`src/hw/rtl/gcbs_ram.sv`:
```
// ----------------------------------------------------------------------------
// gcbs_ram
// Generic single-port-write, single-port-read RAM with registered read data.
// ----------------------------------------------------------------------------
module gcbs_ram #(
   parameter int WIDTH = 8,
   parameter int DEPTH = 16
) (
   input  logic                     clock,
   input  logic                     wr_en,
   input  logic [$clog2(DEPTH)-1:0] wr_addr,
   input  logic [WIDTH-1:0]         wr_data,
   input  logic                     rd_en,
   input  logic [$clog2(DEPTH)-1:0] rd_addr,
   output logic [WIDTH-1:0]         rd_data
);

   logic [WIDTH-1:0] mem [DEPTH];
   logic [WIDTH-1:0] rd_data_ff;

   // write port and registered read port
   always_ff @(posedge clock) begin
      if (wr_en) begin
         mem[wr_addr] <= wr_data;
      end
      if (rd_en) begin
         rd_data_ff <= mem[rd_addr];
      end
   end

   assign rd_data = rd_data_ff;

endmodule

```
`config.mk`:
```
export PLATFORM = sky130hd
export DESIGN_NAME = gcbs_ram
export DESIGN_NICKNAME = d
export VERILOG_FILES = /design/src/hw/rtl/gcbs_ram.sv
export SDC_FILE = /design/constraint.sdc
export NUM_CORES = 1
export LEC_CHECK = 0
export ABC_AREA = 1
export BUFFER_PORTS_ARGS = -buffer_cell sky130_fd_sc_hd__clkbuf_2
export CORE_UTILIZATION = 55
export DETAILED_ROUTE_END_ITERATION = 8
export HOLD_SLACK_MARGIN = 0.08
export PLACE_DENSITY = 0.82
export SLEW_MARGIN = 25
export SYNTH_ARGS = -nofsm -noshare
export SYNTH_HDL_FRONTEND = slang
export SYNTH_SLANG_ARGS = --single-unit
```
`constraint.sdc`:
```
create_clock -name clock -period 1.1 [get_ports clock]
set_input_delay 0.22 -clock clock [delete_from_list [all_inputs] [get_ports clock]]
set_output_delay 0.22 -clock clock [all_outputs]
set_load 0.005 [all_outputs]
```
==> flow_metrics.py <==
metrics = {
    "cts": {
        "clock_path_buffers": 2,
        "cts_buffers": 17,
        "clock-sinks": 136,
        "h-tree-depth": 4,
        "clk_pin_slew_ps": 60,
        "clock-root-buffer": "clkbuf_8",
        "cts_tree": "built",
        "clock_latency_ps": 520,
        "cts_setup_buffers": 0,
        "cts_hold_buf": 0,
    },
    "power": {
        "power.leakage_uw": 0.003101,
        "total_power_uw": 12430,
        "ir_drop_v": 0.0008648,
        "power_density_mw_per_mm2": 1738,
    },
    "synth": {
        "syn-num-nets": 570,
        "synth-seq-area-share_pct": 69.85,
        "synth.distinct_cells": 11,
        "ys_warn_count": 0,
        "syn-cell-area_sq_mm": 0.005847,
        "synth.avg_cell_area_sq_um": 10.61,
        "synth_seq_cells": 136,
        "netlist_instances": 551,
    },
    "grt": {
        "grt.total_usage_pct": 26.72,
        "antenna_found_initial": 0,
        "grt_pass1_wl_mm": 21.29,
        "grt-ovfl-total": 0,
        "grt_start_max_net_pins": 33,
        "grt_pass1_vias": 4124,
    },
    "setup_path": {
        "slowest_stage": "edfxtp_1",
        "crit_path_end": "rd_data[5]",
        "rrSetupSlack_ps": -10,
        "max_stage_delay_ps": 430,
        "path_buf_inv": 1,
        "rr_worst_depth": 6,
        "worstPathRequired_ps": 880,
        "crit_family": "flip-flops",
        "r2r_start": "mem[4][5]$_DFFE_PP_",
        "crit_arrival_ps": 1080,
        "cp-end-kind": "output pin",
        "worstSetupPathType": "reg -> out",
        "critPathMaxFanout": 1,
        "startpoint": "rd_data[5]$_DFFE_PP_",
        "r2r_end": "rd_data[5]$_DFFE_PP_",
        "start_kind": "flop",
        "crit_chain": "clkbuf_2",
        "cp.depth": 1,
    },
    "detailed_routing": {
        "drt_wl_total_mm": 13.64,
        "wl_met3_mm": 1.129,
        "dr.pass1.iters": 5,
        "wl_met2_mm": 7.002,
        "vias": 4084,
        "wl_met1_mm": 5.085,
        "top_layer": "met4",
        "ant_nets": 0,
        "drcViolationCount": 0,
        "wl_per_cell_microns": 18.26,
        "drt_iter0_drc": 326,
        "viasPerCell": 5.467,
    },
    "floorplan": {
        "die_height_microns": 105.1,
        "io_pins": 27,
        "coreArea_sq_mm": 0.01032,
        "die-area_sq_mm": 0.01105,
        "rows": 37,
        "die_width_microns": 105.1,
        "start_util_pct": 56.64,
    },
    "final_layout": {
        "diodes": 0,
        "final_nets": 617,
        "fin_util_pct": 69.30,
        "areaGrowthSynthToFinish_pct": 22.36,
        "stdcell_area_sq_mm": 0.007154,
        "layout-drive-gt1-share_pct": 24.71,
    },
    "hold_path": {
        "hold_path.class": "in -> reg",
    },
    "sta": {
        "fmax_ghz": 0.7676,
        "worst_slack_ps": -202.8,
        "finalSetupViolCount": 11,
        "finalHoldViolCount": 0,
        "rsz0062_at_grt": "yes",
        "skew_ps": 6.236,
        "period_share_pct": 118.4,
        "min_period_ps": 1303,
        "maxSlewHeadroom_pct": 48.22,
        "slew_violations": 0,
        "worst_pin_slew_ps": 775.5,
    },
    "placement": {
        "dpl_cell_area_sq_mm": 0.006264,
        "hpwl_mm": 8.152,
        "gp_congestion": 0.9083,
        "port_buffers": 26,
    },
    "run_status": {
        "violations": "negative setup slack",
        "status": "complete, but fails checks",
    },
    "flow_run": {
        "cap_viol_max_count": 0,
    },
}
==> cell usage after synthesis, drive strengths merged <==
master,count,area (sq um)
nand2,173,649.4
edfxtp,136,4084
inv,102,382.9
nand3,97,485.5
buf,24,166.4
nor2,17,63.81
nand3b,2,15.01
==> power breakdown <==
part | total, uW | switching (uW) | internal, uW
sequential | 5880 | 37.5 | 5840
clock | 5710 | 2040 | 3670
combinational | 842 | 575 | 267
total | 12400 | 2660 | 9780
==> through the flow <==
| stage | hold slack, ps | TNS (ps) | setup slack (ps) | instances |
|---|---|---|---|---|
| final | 125.2 | -1204 | -202.8 | 747 |
| after global placement | 621.2 | -10680 | -336.0 | 715 |
| after CTS | 103.5 | -1275 | -205.8 | 747 |
| after global routing | 104.5 | -1802 | -221.8 | 747 |
| after detailed placement | 624.3 | -14800 | -372.7 | 715 |
| after floorplan | 318.9 | -6076 | -70.84 | 551 |
==> cell usage in the layout (no fill, tap or decap) <==
cell / netlist / routed
clkbuf_1: 0 / 2
clkbuf_8: 0 / 1
buf_12: 0 / 6
buf_4: 4 / 20
clkbuf_16: 0 / 16
nand2_1: 173 / 168
nand3b_1: 2 / 2
clkinv_4: 0 / 1
nor2_2: 0 / 5
edfxtp_1: 136 / 136
nand2_2: 0 / 5
inv_6: 0 / 2
clkinv_2: 0 / 3
inv_2: 2 / 5
clkinv_1: 0 / 2
clkinvlp_4: 0 / 1
nand3_1: 97 / 41
nand3_2: 0 / 56
nor2_1: 17 / 12
inv_1: 100 / 97
clkbuf_2: 0 / 26
bufinv_16: 0 / 4
==> logic make-up after synthesis <==
family,after synthesis,synth area share [%]
DFF,136,69.85
buffers and inverters,126,9.394
and+or+nand+nor,289,20.76
==> layer usage <==
layer  track usage, %  vias up
li1                 -     1882
met1            33.51     1935
met5                0        -
met2            44.28      228
met3            5.178       39
met4            13.88        0
==> worst min-delay path by stage <==
stage / startpoint / end / slack (ps) / cells after the start
2_1_floorplan: wr_data[0] / mem[0][0]$_DFFE_PP_ / 320 / 0
3_3_place_gp: rd_data[7]$_DFFE_PP_ / rd_data[7] / 620 / 1
3_5_place_dp: rd_data[7]$_DFFE_PP_ / rd_data[7] / 620 / 1
4_1_cts: rd_en / rd_data[1]$_DFFE_PP_ / 100 / 1
5_1_grt: rd_en / rd_data[1]$_DFFE_PP_ / 100 / 1
6_report: rd_en / rd_data[6]$_DFFE_PP_ / 130 / 1
==> registers in the layout, summed over array words and instances (netlist names) <==
signal and cells:
mem 128, rd_data 8
==> what timing repair did <==
action | 4_1_cts | 5_1_grt
pin swaps | 10 | 29
endpoints found under the setup margin | 16 | 16
resized for setup | 25 | 39
endpoints found under the hold margin | 0 | 0
==> area by class of cell <==
type	count	area (sq um)
well taps	136	170.2
repair buffers	52	400.4
inverters	102	382.9
clock buffers	19	421.7
multi-input cells	289	1519
flip-flops and latches	136	4084
fillers	655	3169
clock inverters	13	176.4
(Power assumes the default switching activity.)
