### src/hw/rtl/gcbs_pkg.sv
// ----------------------------------------------------------------------------
// gcbs_pkg
// Shared types, codes and helpers of the greedy class box suppression unit.
// ----------------------------------------------------------------------------
package gcbs_pkg;

   // result codes of one transaction
   typedef enum logic [2:0] {
      OUT_BELOW      = 3'd0,
      OUT_SUPPRESSED = 3'd1,
      OUT_APPENDED   = 3'd2,
      OUT_REPLACED   = 3'd3,
      OUT_FULL       = 3'd4
   } outcome_type;

   // one kept-table entry, as stored in the table RAM
   typedef struct packed {
      logic [15:0] left;
      logic [15:0] top;
      logic [15:0] right;
      logic [15:0] bottom;
      logic [15:0] score;
      logic [7:0]  class_id;
      logic [31:0] area;
   } entry_type;

   localparam int ENTRY_W = $bits(entry_type);

   // overlap pipeline status toward the controller
   typedef struct packed {
      logic        hit;
      logic        busy;
      logic [15:0] score;
   } ovl_status_type;

   // length of [lo, hi), zero when empty
   function automatic logic [15:0] span(input logic [15:0] lo, input logic [15:0] hi);
      return (hi > lo) ? 16'(hi - lo) : 16'd0;
   endfunction

   function automatic logic [15:0] umax16(input logic [15:0] a, input logic [15:0] b);
      return (a > b) ? a : b;
   endfunction

   function automatic logic [15:0] umin16(input logic [15:0] a, input logic [15:0] b);
      return (a < b) ? a : b;
   endfunction

endpackage

### src/hw/rtl/gcbs_overlap.sv
// ----------------------------------------------------------------------------
// gcbs_overlap
// Two-stage overlap test of the candidate against one kept entry per cycle:
// class match and intersection extents, then 3*intersection > area sum.
// ----------------------------------------------------------------------------
module gcbs_overlap #(
   parameter int IDX_W = 8
) (
   input  logic                       clock,
   input  logic                       reset,
   input  logic                       flush,
   input  logic                       in_valid,
   input  logic [IDX_W-1:0]           in_idx,
   input  gcbs_pkg::entry_type        kept,
   input  gcbs_pkg::entry_type        cand,
   output gcbs_pkg::ovl_status_type   status,
   output logic [IDX_W-1:0]           hit_idx
);

   logic              a_valid_ff, a_valid_in;
   logic              a_match_ff, a_match_in;
   logic [IDX_W-1:0]  a_idx_ff;
   logic [15:0]       a_w_ff, a_w_in;
   logic [15:0]       a_h_ff, a_h_in;
   logic [32:0]       a_sum_ff;
   logic [15:0]       a_score_ff;

   logic              b_valid_ff, b_valid_in;
   logic [IDX_W-1:0]  b_idx_ff;
   logic [31:0]       b_inter_ff;
   logic [32:0]       b_sum_ff;
   logic [15:0]       b_score_ff;

   logic [33:0]       triple;

   // stage A: class match and intersection width/height
   always_comb begin
      a_w_in = gcbs_pkg::span(gcbs_pkg::umax16(cand.left, kept.left),
                              gcbs_pkg::umin16(cand.right, kept.right));
      a_h_in = gcbs_pkg::span(gcbs_pkg::umax16(cand.top, kept.top),
                              gcbs_pkg::umin16(cand.bottom, kept.bottom));
      a_match_in = (cand.class_id == kept.class_id) && (a_w_in != 16'd0) &&
                   (a_h_in != 16'd0);
      a_valid_in = in_valid && !flush;
      b_valid_in = a_valid_ff && a_match_ff && !flush;
   end

   // control
   always_ff @(posedge clock) begin
      if (reset) begin
         a_valid_ff <= 1'b0;
         b_valid_ff <= 1'b0;
      end else begin
         a_valid_ff <= a_valid_in;
         b_valid_ff <= b_valid_in;
      end
   end

   // payload
   always_ff @(posedge clock) begin
      a_match_ff <= a_match_in;
      a_idx_ff   <= in_idx;
      a_w_ff     <= a_w_in;
      a_h_ff     <= a_h_in;
      a_sum_ff   <= 33'(cand.area) + 33'(kept.area);
      a_score_ff <= kept.score;
      b_idx_ff   <= a_idx_ff;
      b_inter_ff <= {16'd0, a_w_ff} * {16'd0, a_h_ff};
      b_sum_ff   <= a_sum_ff;
      b_score_ff <= a_score_ff;
   end

   // stage B: IoU above one half
   assign triple       = {1'b0, b_inter_ff, 1'b0} + {2'b00, b_inter_ff};
   assign status.hit   = b_valid_ff && (triple > {1'b0, b_sum_ff});
   assign status.busy  = a_valid_ff || b_valid_ff;
   assign status.score = b_score_ff;
   assign hit_idx      = b_idx_ff;

   property p_flush_clears;
      @(posedge clock) disable iff (reset) flush |=> !status.busy;
   endproperty
   a_flush_clears: assert property (p_flush_clears)
      else $error("overlap pipeline busy after flush");

endmodule

### config.mk
export PLATFORM = sky130hd
export DESIGN_NAME = gcbs_overlap
export DESIGN_NICKNAME = d
export VERILOG_FILES = /design/src/hw/rtl/gcbs_pkg.sv /design/src/hw/rtl/gcbs_overlap.sv
export SDC_FILE = /design/constraint.sdc
export NUM_CORES = 1
export LEC_CHECK = 0
export ABC_AREA = 1
export ABC_CLOCK_PERIOD_IN_PS = 15600
export BUFFER_PORTS_ARGS = -buffer_cell sky130_fd_sc_hd__buf_2
export CAP_MARGIN = 0
export CORE_ASPECT_RATIO = 0.8
export CORE_UTILIZATION = 55
export CTS_CLUSTER_SIZE = 20
export DETAILED_ROUTE_END_ITERATION = 12
export GPL_TIMING_DRIVEN = 0
export PLACE_DENSITY = 0.84
export SETUP_SLACK_MARGIN = 0.2
export SYNTH_ARGS = -nofsm -noshare
export SYNTH_HDL_FRONTEND = slang
export SYNTH_SLANG_ARGS = --single-unit
export TNS_END_PERCENT = 5
### constraint.sdc
create_clock -name clock -period 15.6 [get_ports clock]
set_clock_uncertainty 0.1 [all_clocks]
set_input_delay 2.34 -clock clock [delete_from_list [all_inputs] [get_ports clock]]
set_output_delay 2.34 -clock clock [all_outputs]
set_load 0.005 [all_outputs]
==> results of run 1 <==
metrics by stage:
step	util, %	area, µm²	hold slack, ps	worst slack [ps]
2_1_floorplan	-	21600	210	10120
3_3_place_gp	61.1	23500	210	9120
3_5_place_dp	61.1	23500	212	9080
4_1_cts	62.8	24100	228	8950
5_1_grt	62.8	24100	233	8570
6_report	62.8	24100	221	8850
registers in the layout, indices dropped and copies added, names as in the netlist, 8 cells and up:
| name | flops |
|---|---|
| a_sum_ff | 33 |
| a_w_ff | 16 |
| hit_idx | 8 |
| a_h_ff | 16 |
| a_idx_ff | 8 |
| b_score_ff | 16 |
| b_sum_ff | 33 |
| a_score_ff | 16 |
| b_inter_ff | 32 |
cells by family after synthesis:
group                      synth area share (%)
xor gates and xnor gates                   4.14
AOI/OAI and AO/OA                          9.48
adders and majority gates                  35.5
DFF                                        16.8
buffers and inverters                      12.7
and+or+nand+nor                            21.3
worst reg2reg max path: stages (launching register included):
cell and delay (ps):
dfxtp_1 320, clkbuf_1 430, clkbuf_1 580, nand2_1 190, fa_1 550, fa_1 580
fa_1 460, fa_1 550, inv_1 60, fa_1 540, inv_1 70, fa_1 530
inv_1 40, ha_1 370, nand2_1 110, nor2_1 130, nand3_1 90, nand3_1 190
nand3_1 170, o21ai_0 330, xor2_1 200
Yosys cell counts (all sizes together) (5+ instances only):
| master | count | area, µm² |
|---|---|---|
| fa | 198 | 3960 |
| dfxtp | 181 | 3620 |
| a21o | 20 | 150 |
| o21bai | 14 | 105 |
| o21a | 6 | 45.0 |
| o211ai | 5 | 37.5 |
| a21oi | 183 | 931 |
| nor3 | 23 | 115 |
| xnor2 | 41 | 359 |
| a211oi | 6 | 45.0 |
| nor4 | 7 | 43.8 |
| o21ai | 112 | 583 |
| nand2 | 765 | 2900 |
| clkbuf | 74 | 278 |
| nor2 | 163 | 629 |
| inv | 647 | 2430 |
| nand3b | 9 | 67.6 |
| a31oi | 11 | 68.8 |
| ha | 295 | 3690 |
| xor2 | 61 | 534 |
| nand3 | 122 | 611 |
| nand4 | 27 | 169 |
| buf | 6 | 38.8 |
power by group through the flow:
stage	Combinational (mW)	Sequential, mW	Clock [mW]
floorplan	1.62	0.609	0
global placement	2.12	0.618	0
detailed placement	2.17	0.622	0
CTS	2.21	0.611	0.462
global route	2.52	0.622	0.482
finish	2.24	0.611	0.455
path summary, 6_finish.rpt:
path                    endpoint  cells past startpoint
hold / removal        hit_idx[1]                      0
hold reg to reg       hit_idx[1]                      0
setup reg to reg  b_inter_ff[31]                     20
setup / recovery      status[17]                     17
layer usage:
layer  track usage (%)  vias up
met5                 0        -
met4              7.99        8
met3              9.00      114
met2              44.0      885
met1              38.6     9062
li1                  -     9835
layout make-up:
cell class	count	area share [%]
Clock inverter	15	0.871
Clock buffer	17	1.76
Buffer	80	1.31
Multi-Input combinational cell	2086	63.0
Timing Repair Buffer	261	5.41
Antenna cell	2	0.0207
Inverter	648	10.1
Tap cell	495	2.57
Sequential cell	181	15.0
==> flow_metrics.env, run 1 <==
export IMPL_cts_htree_levels=4
export IMPL_clk_pin_slew_worst_paths_ps=90
export IMPL_regToRegStartpoint="a_w_ff[10]"
export IMPL_synth_edf_count=0
export IMPL_antenna_found_initial=6
export IMPL_cts_sinks=181
export IMPL_cts_inserted_buffers=17
export IMPL_hpwl_um=47600
export IMPL_r2r_slack_ps=8940
export IMPL_ctsResizeCount=0
export IMPL_synth_seq_area_share_pct=16.8
export IMPL_leakagePower_nw=14.2
export IMPL_setup_tns_ps=0
export IMPL_p_seq_share_pct=18.5
export IMPL_fillCellCount=3412
export IMPL_drcViolationCount=0
export IMPL_p_switching_mw=1.70
export IMPL_overflow=0
export IMPL_finalCriticalPeriod_ps=6750
export IMPL_powerDensity_mw_per_mm2=137
export IMPL_core_area_mm2=0.0384
export IMPL_crit_family="simple AND/OR/NAND/NOR gates"
export IMPL_wire_per_inst_um=14.9
export IMPL_cp_required_ps=13160
export IMPL_total_power_mw=3.31
export IMPL_place_gp_congestion=1.02
export IMPL_hold_start="a_idx_ff[1]"
export IMPL_slowest_delay_ps=400
export IMPL_wl_met2_um=23800
export IMPL_startpoint="b_inter_ff[1]"
export IMPL_maxSlewViolCount=0
export IMPL_finalNonFillerCells=3785
export IMPL_async_flop_share_pct=0
export IMPL_cap_violations=0
export IMPL_route_met3_wl_um=6550
export IMPL_first_pass_iters=5
export IMPL_drtIter0Drc=1672
export IMPL_cts_tree="done"
export IMPL_die_area_mm2=0.0400
export IMPL_final_hold_viol_count=0
export IMPL_final_common_cell="nand2_1"
export IMPL_synth_ff_type="dfxtp_1"
export IMPL_ys_types=45
export IMPL_grt_total_usage_pct=28.6
export IMPL_status="completed"
export IMPL_setup_violations=0
export IMPL_area_growth_syn_to_layout_pct=11.9
export IMPL_regArea_mm2=0.00362
export IMPL_worst_setup_path_start_kind="flop"
export IMPL_ant_nets=0
export IMPL_multi_input_area_mm2=0.0152
export IMPL_viasPerCell=5.26
export IMPL_ios=278
export IMPL_clock_power_share_pct=13.8
export IMPL_wl_um=56400
export IMPL_crit_arrival_ps=4310
export IMPL_cpMaxStageDelayCell="fa_1"
export IMPL_netlist_instances=2995
export IMPL_fin_nets=4020
export IMPL_syn_area_mm2=0.0216
export IMPL_start_util_pct=56.1
export IMPL_min_period_over_period_pct=43.3
export IMPL_rows=64
export IMPL_clk_latency_ps=450
export IMPL_intPower_mw=1.60
export IMPL_numPortBuffers=261
export IMPL_worst_setup_path_type="reg2out"
export IMPL_layout_common_cells="nand2_1 (754), inv_1 (645), ha_1 (295)"
export IMPL_synth_seq_cells=181
export IMPL_switching_share_pct=51.5
export IMPL_path_buf_inv=2
export IMPL_cts_post_setup_buffers_inserted=0
export IMPL_die_x_um=223
export IMPL_cts_hold_buf=0
export IMPL_holdCritPathClass="reg2reg"
export IMPL_vdd_ir_drop_worst_v=0.000107
export IMPL_worstPathCellList="ha_1 -> fa_1 -> nand3_1 -> nand2_1 -> a21oi_1 -> inv_1 -> nand3_1 -> nand3_1 -> a21oi_1 -> xor2_1 -> ha_1 -> nand2_1 -> nor4_1 -> nand4_1 -> o21ai_0 -> a21oi_1 -> buf_2"
export IMPL_placed_cells_incl_taps=3751
export IMPL_max_freq_mhz=148
export IMPL_grt_max_degree=23
export IMPL_top_layer_used="met5"
export IMPL_clk_path_buf_depth=2
export IMPL_worst_pin_slew_ps=749
export IMPL_path_max_fanout=3
export IMPL_syn_avg_cell_area_um2=7.20
export IMPL_drive_above_1_share_pct=10.1
export IMPL_combPwrFrac_pct=67.8
export IMPL_end_kind="output port"
export IMPL_root_buffer="clkbuf_16"
export IMPL_vias=19904
export IMPL_ys_warn_count=0
export IMPL_grt_pass1_vias=18620
export IMPL_die_h_um=179
export IMPL_grt_pass1_wl_um=90800
export IMPL_max_slew_margin_pct=50.1
export IMPL_synth_nets=3740
export IMPL_met1_length_um=24700
export IMPL_rsz0062_at_grt="no"
Power figures use the tool's default switching activity.
==> run 2, diff against run 1 <==
--- a/config.mk
+++ b/config.mk
@@ -6,7 +6,7 @@
 export NUM_CORES = 1
 export LEC_CHECK = 0
 export ABC_AREA = 1
-export ABC_CLOCK_PERIOD_IN_PS = 15600
+export ABC_CLOCK_PERIOD_IN_PS = 6110
 export BUFFER_PORTS_ARGS = -buffer_cell sky130_fd_sc_hd__buf_2
 export CAP_MARGIN = 0
 export CORE_ASPECT_RATIO = 0.8
@@ -14,7 +14,7 @@
 export CTS_CLUSTER_SIZE = 20
 export DETAILED_ROUTE_END_ITERATION = 12
 export GPL_TIMING_DRIVEN = 0
-export PLACE_DENSITY = 0.84
+export PLACE_DENSITY = 0.87
 export SETUP_SLACK_MARGIN = 0.2
 export SYNTH_ARGS = -nofsm -noshare
 export SYNTH_HDL_FRONTEND = slang
==> constraint.sdc (replaced) <==
create_clock -name clock -period 6.11 [get_ports clock]
set_clock_uncertainty 0.1 [all_clocks]
set_input_delay 0.9165 -clock clock [delete_from_list [all_inputs] [get_ports clock]]
set_output_delay 0.9165 -clock clock [all_outputs]
set_load 0.005 [all_outputs]
==> run 2 against run 1 <==
Net effect:
- critical path depth rose by 2
- utilization rose by 0.88 points
- sequential power rose to 2.6 times the previous value
- flip-flop and latch count did not move
- design area rose by 1.4%
==> flow_metrics.env, run 2 (synthesized netlist as in run 1, its figures left out) <==
export IMPL_status="completed"
export IMPL_rows=64
export IMPL_root_buffer="clkbuf_16"
export IMPL_reg2regPathDepth=19
export IMPL_crit_arrival_ps=6140
export IMPL_die_area_mm2=0.0400
export IMPL_drive_above_1_share_pct=12.4
export IMPL_clk_pin_slew_worst_paths_ps=90
export IMPL_vias=20135
export IMPL_first_pass_iters=6
export IMPL_min_period_over_period_pct=95.7
export IMPL_worst_setup_path_start_kind="flop"
export IMPL_wire_per_inst_um=15.3
export IMPL_grt_max_degree=25
export IMPL_cts_htree_levels=4
export IMPL_finalNonFillerCells=3787
export IMPL_ant_nets=0
export IMPL_clk_latency_ps=460
export IMPL_finalCriticalPeriod_ps=5850
export IMPL_cts_sinks=181
export IMPL_cts_hold_buf=0
export IMPL_fin_nets=4021
export IMPL_cts_inserted_buffers=17
export IMPL_cts_tree="done"
export IMPL_cap_violations=0
export IMPL_rsz0062_at_grt="yes"
export IMPL_maxSlewViolCount=0
export IMPL_max_slew_margin_pct=48.8
export IMPL_grt_total_usage_pct=29.2
export IMPL_start_util_pct=56.1
export IMPL_overflow=0
export IMPL_core_area_mm2=0.0384
export IMPL_end_kind="flop"
export IMPL_placed_cells_incl_taps=3751
export IMPL_max_freq_mhz=171
export IMPL_antenna_found_initial=7
export IMPL_hold_start="a_sum_ff[14]"
export IMPL_viasPerCell=5.32
export IMPL_place_gp_congestion=0.997
export IMPL_grt_pass1_wl_um=92700
export IMPL_drtIter0Drc=1722
export IMPL_worst_setup_path_type="reg2reg"
export IMPL_top_regs="a_sum_ff (33), b_sum_ff (33), b_inter_ff (32)"
export IMPL_r2r_slack_ps=260
export IMPL_fin_util_pct=63.7
export IMPL_vdd_ir_drop_worst_v=0.000276
export IMPL_leakagePower_nw=14.4
export IMPL_clk_path_buf_depth=2
export IMPL_powerDensity_mw_per_mm2=355
export IMPL_setup_tns_ps=0
export IMPL_drcViolationCount=0
export IMPL_die_h_um=179
export IMPL_final_common_cell="nand2_1"
export IMPL_ios=278
export IMPL_cp_required_ps=6400
export IMPL_die_x_um=223
export IMPL_holdCritPathClass="reg2reg"
export IMPL_layout_common_cells="nand2_1 (753), inv_1 (645), ha_1 (294)"
export IMPL_startpoint="a_h_ff[1]"
export IMPL_worstHoldEndpoint="b_sum_ff[14]"
export IMPL_holdPathStages=0
export IMPL_regToRegStartpoint="a_h_ff[1]"
export IMPL_hpwl_um=48400
export IMPL_worst_pin_slew_ps=762
export IMPL_fillCellCount=3340
export IMPL_final_hold_viol_count=0
export IMPL_grt_pass1_vias=18735
export IMPL_total_power_mw=8.68
export IMPL_path_max_fanout=10
export IMPL_setup_violations=0
export IMPL_numPortBuffers=261
export IMPL_area_growth_syn_to_layout_pct=13.5
export IMPL_wl_um=57900
export IMPL_regToRegEndpoint="b_inter_ff[27]"
[run 2: cell types whose count changed in the layout (fill, tap and decap cells not counted), moves of 4 or more]
cell / previous run / this run
clkbuf_8: 0 / 5
buf_6: 1 / 10
clkbuf_4: 0 / 13
buf_4: 1 / 15
inv_12: 4 / 8
clkbuf_2: 0 / 19
clkbuf_1: 74 / 12
[run 2: stage by stage]
stage	cell area (µm²)	worst slack, ps	hold WS, ps
2_1_floorplan	21600	650	210
3_3_place_gp	23500	-401	210
3_5_place_dp	23500	-535	212
4_1_cts	24300	198	226
5_1_grt	24500	136	232
6_report	24500	260	226
[run 2: worst max-delay path by stage]
stage | end | cells after the start | slack, ps
after floorplan | b_inter_ff[29] | 21 | 650
after global placement | b_inter_ff[31] | 20 | -400
after detailed placement | b_inter_ff[31] | 20 | -530
after CTS | b_inter_ff[31] | 20 | 200
after global routing | b_inter_ff[27] | 22 | 140
final | b_inter_ff[27] | 19 | 260
[run 2: final cells by class]
class / instances / area (µm²) / area share [%]
clock buffers: 17 / 425 / 1.74
diodes: 3 / 7.51 / 0.0307
repair buffers: 262 / 1310 / 5.37
multi-input cells: 2086 / 15200 / 62.3
inverters: 648 / 2430 / 9.94
plain buffers: 80 / 569 / 2.33
clock inverters: 15 / 229 / 0.936
well taps: 495 / 619 / 2.53
flip-flops and latches: 181 / 3620 / 14.8
[run 2: layer usage]
metal / vias up / wire length (µm) / track usage (%)
li1: 9825 / - / -
met1: 9267 / 25600 / 40.6
met2: 928 / 25000 / 45.4
met3: 105 / 6170 / 8.14
met4: 10 / 1100 / 6.08
met5: - / 57 / 0
[run 2: repair_timing]
action,in CTS,in global routing
pin swaps,0,6
endpoints found under the setup margin,20,17
resized for setup,96,85
buffers inserted,0,1
[run 2: where the power goes]
part / internal [mW] / switching [mW]
Clock: 0.590 / 0.612
Sequential: 1.46 / 0.0986
Combinational: 2.19 / 3.72
Total: 4.24 / 4.43
[run 2: worst max-delay path, cell delays in order, from the launching register on]
cell and delay, ps:
dfxtp_2 390, buf_4 190, clkbuf_8 200, nand2_1 90, fa_1 510, fa_1 520
fa_1 520, inv_1 50, fa_1 540, fa_1 500, inv_1 60, fa_1 530
inv_1 50, ha_1 370, a21o_1 200, a21oi_1 170, nand3_2 150, a21o_1 250
a31oi_2 200, xnor2_1 160
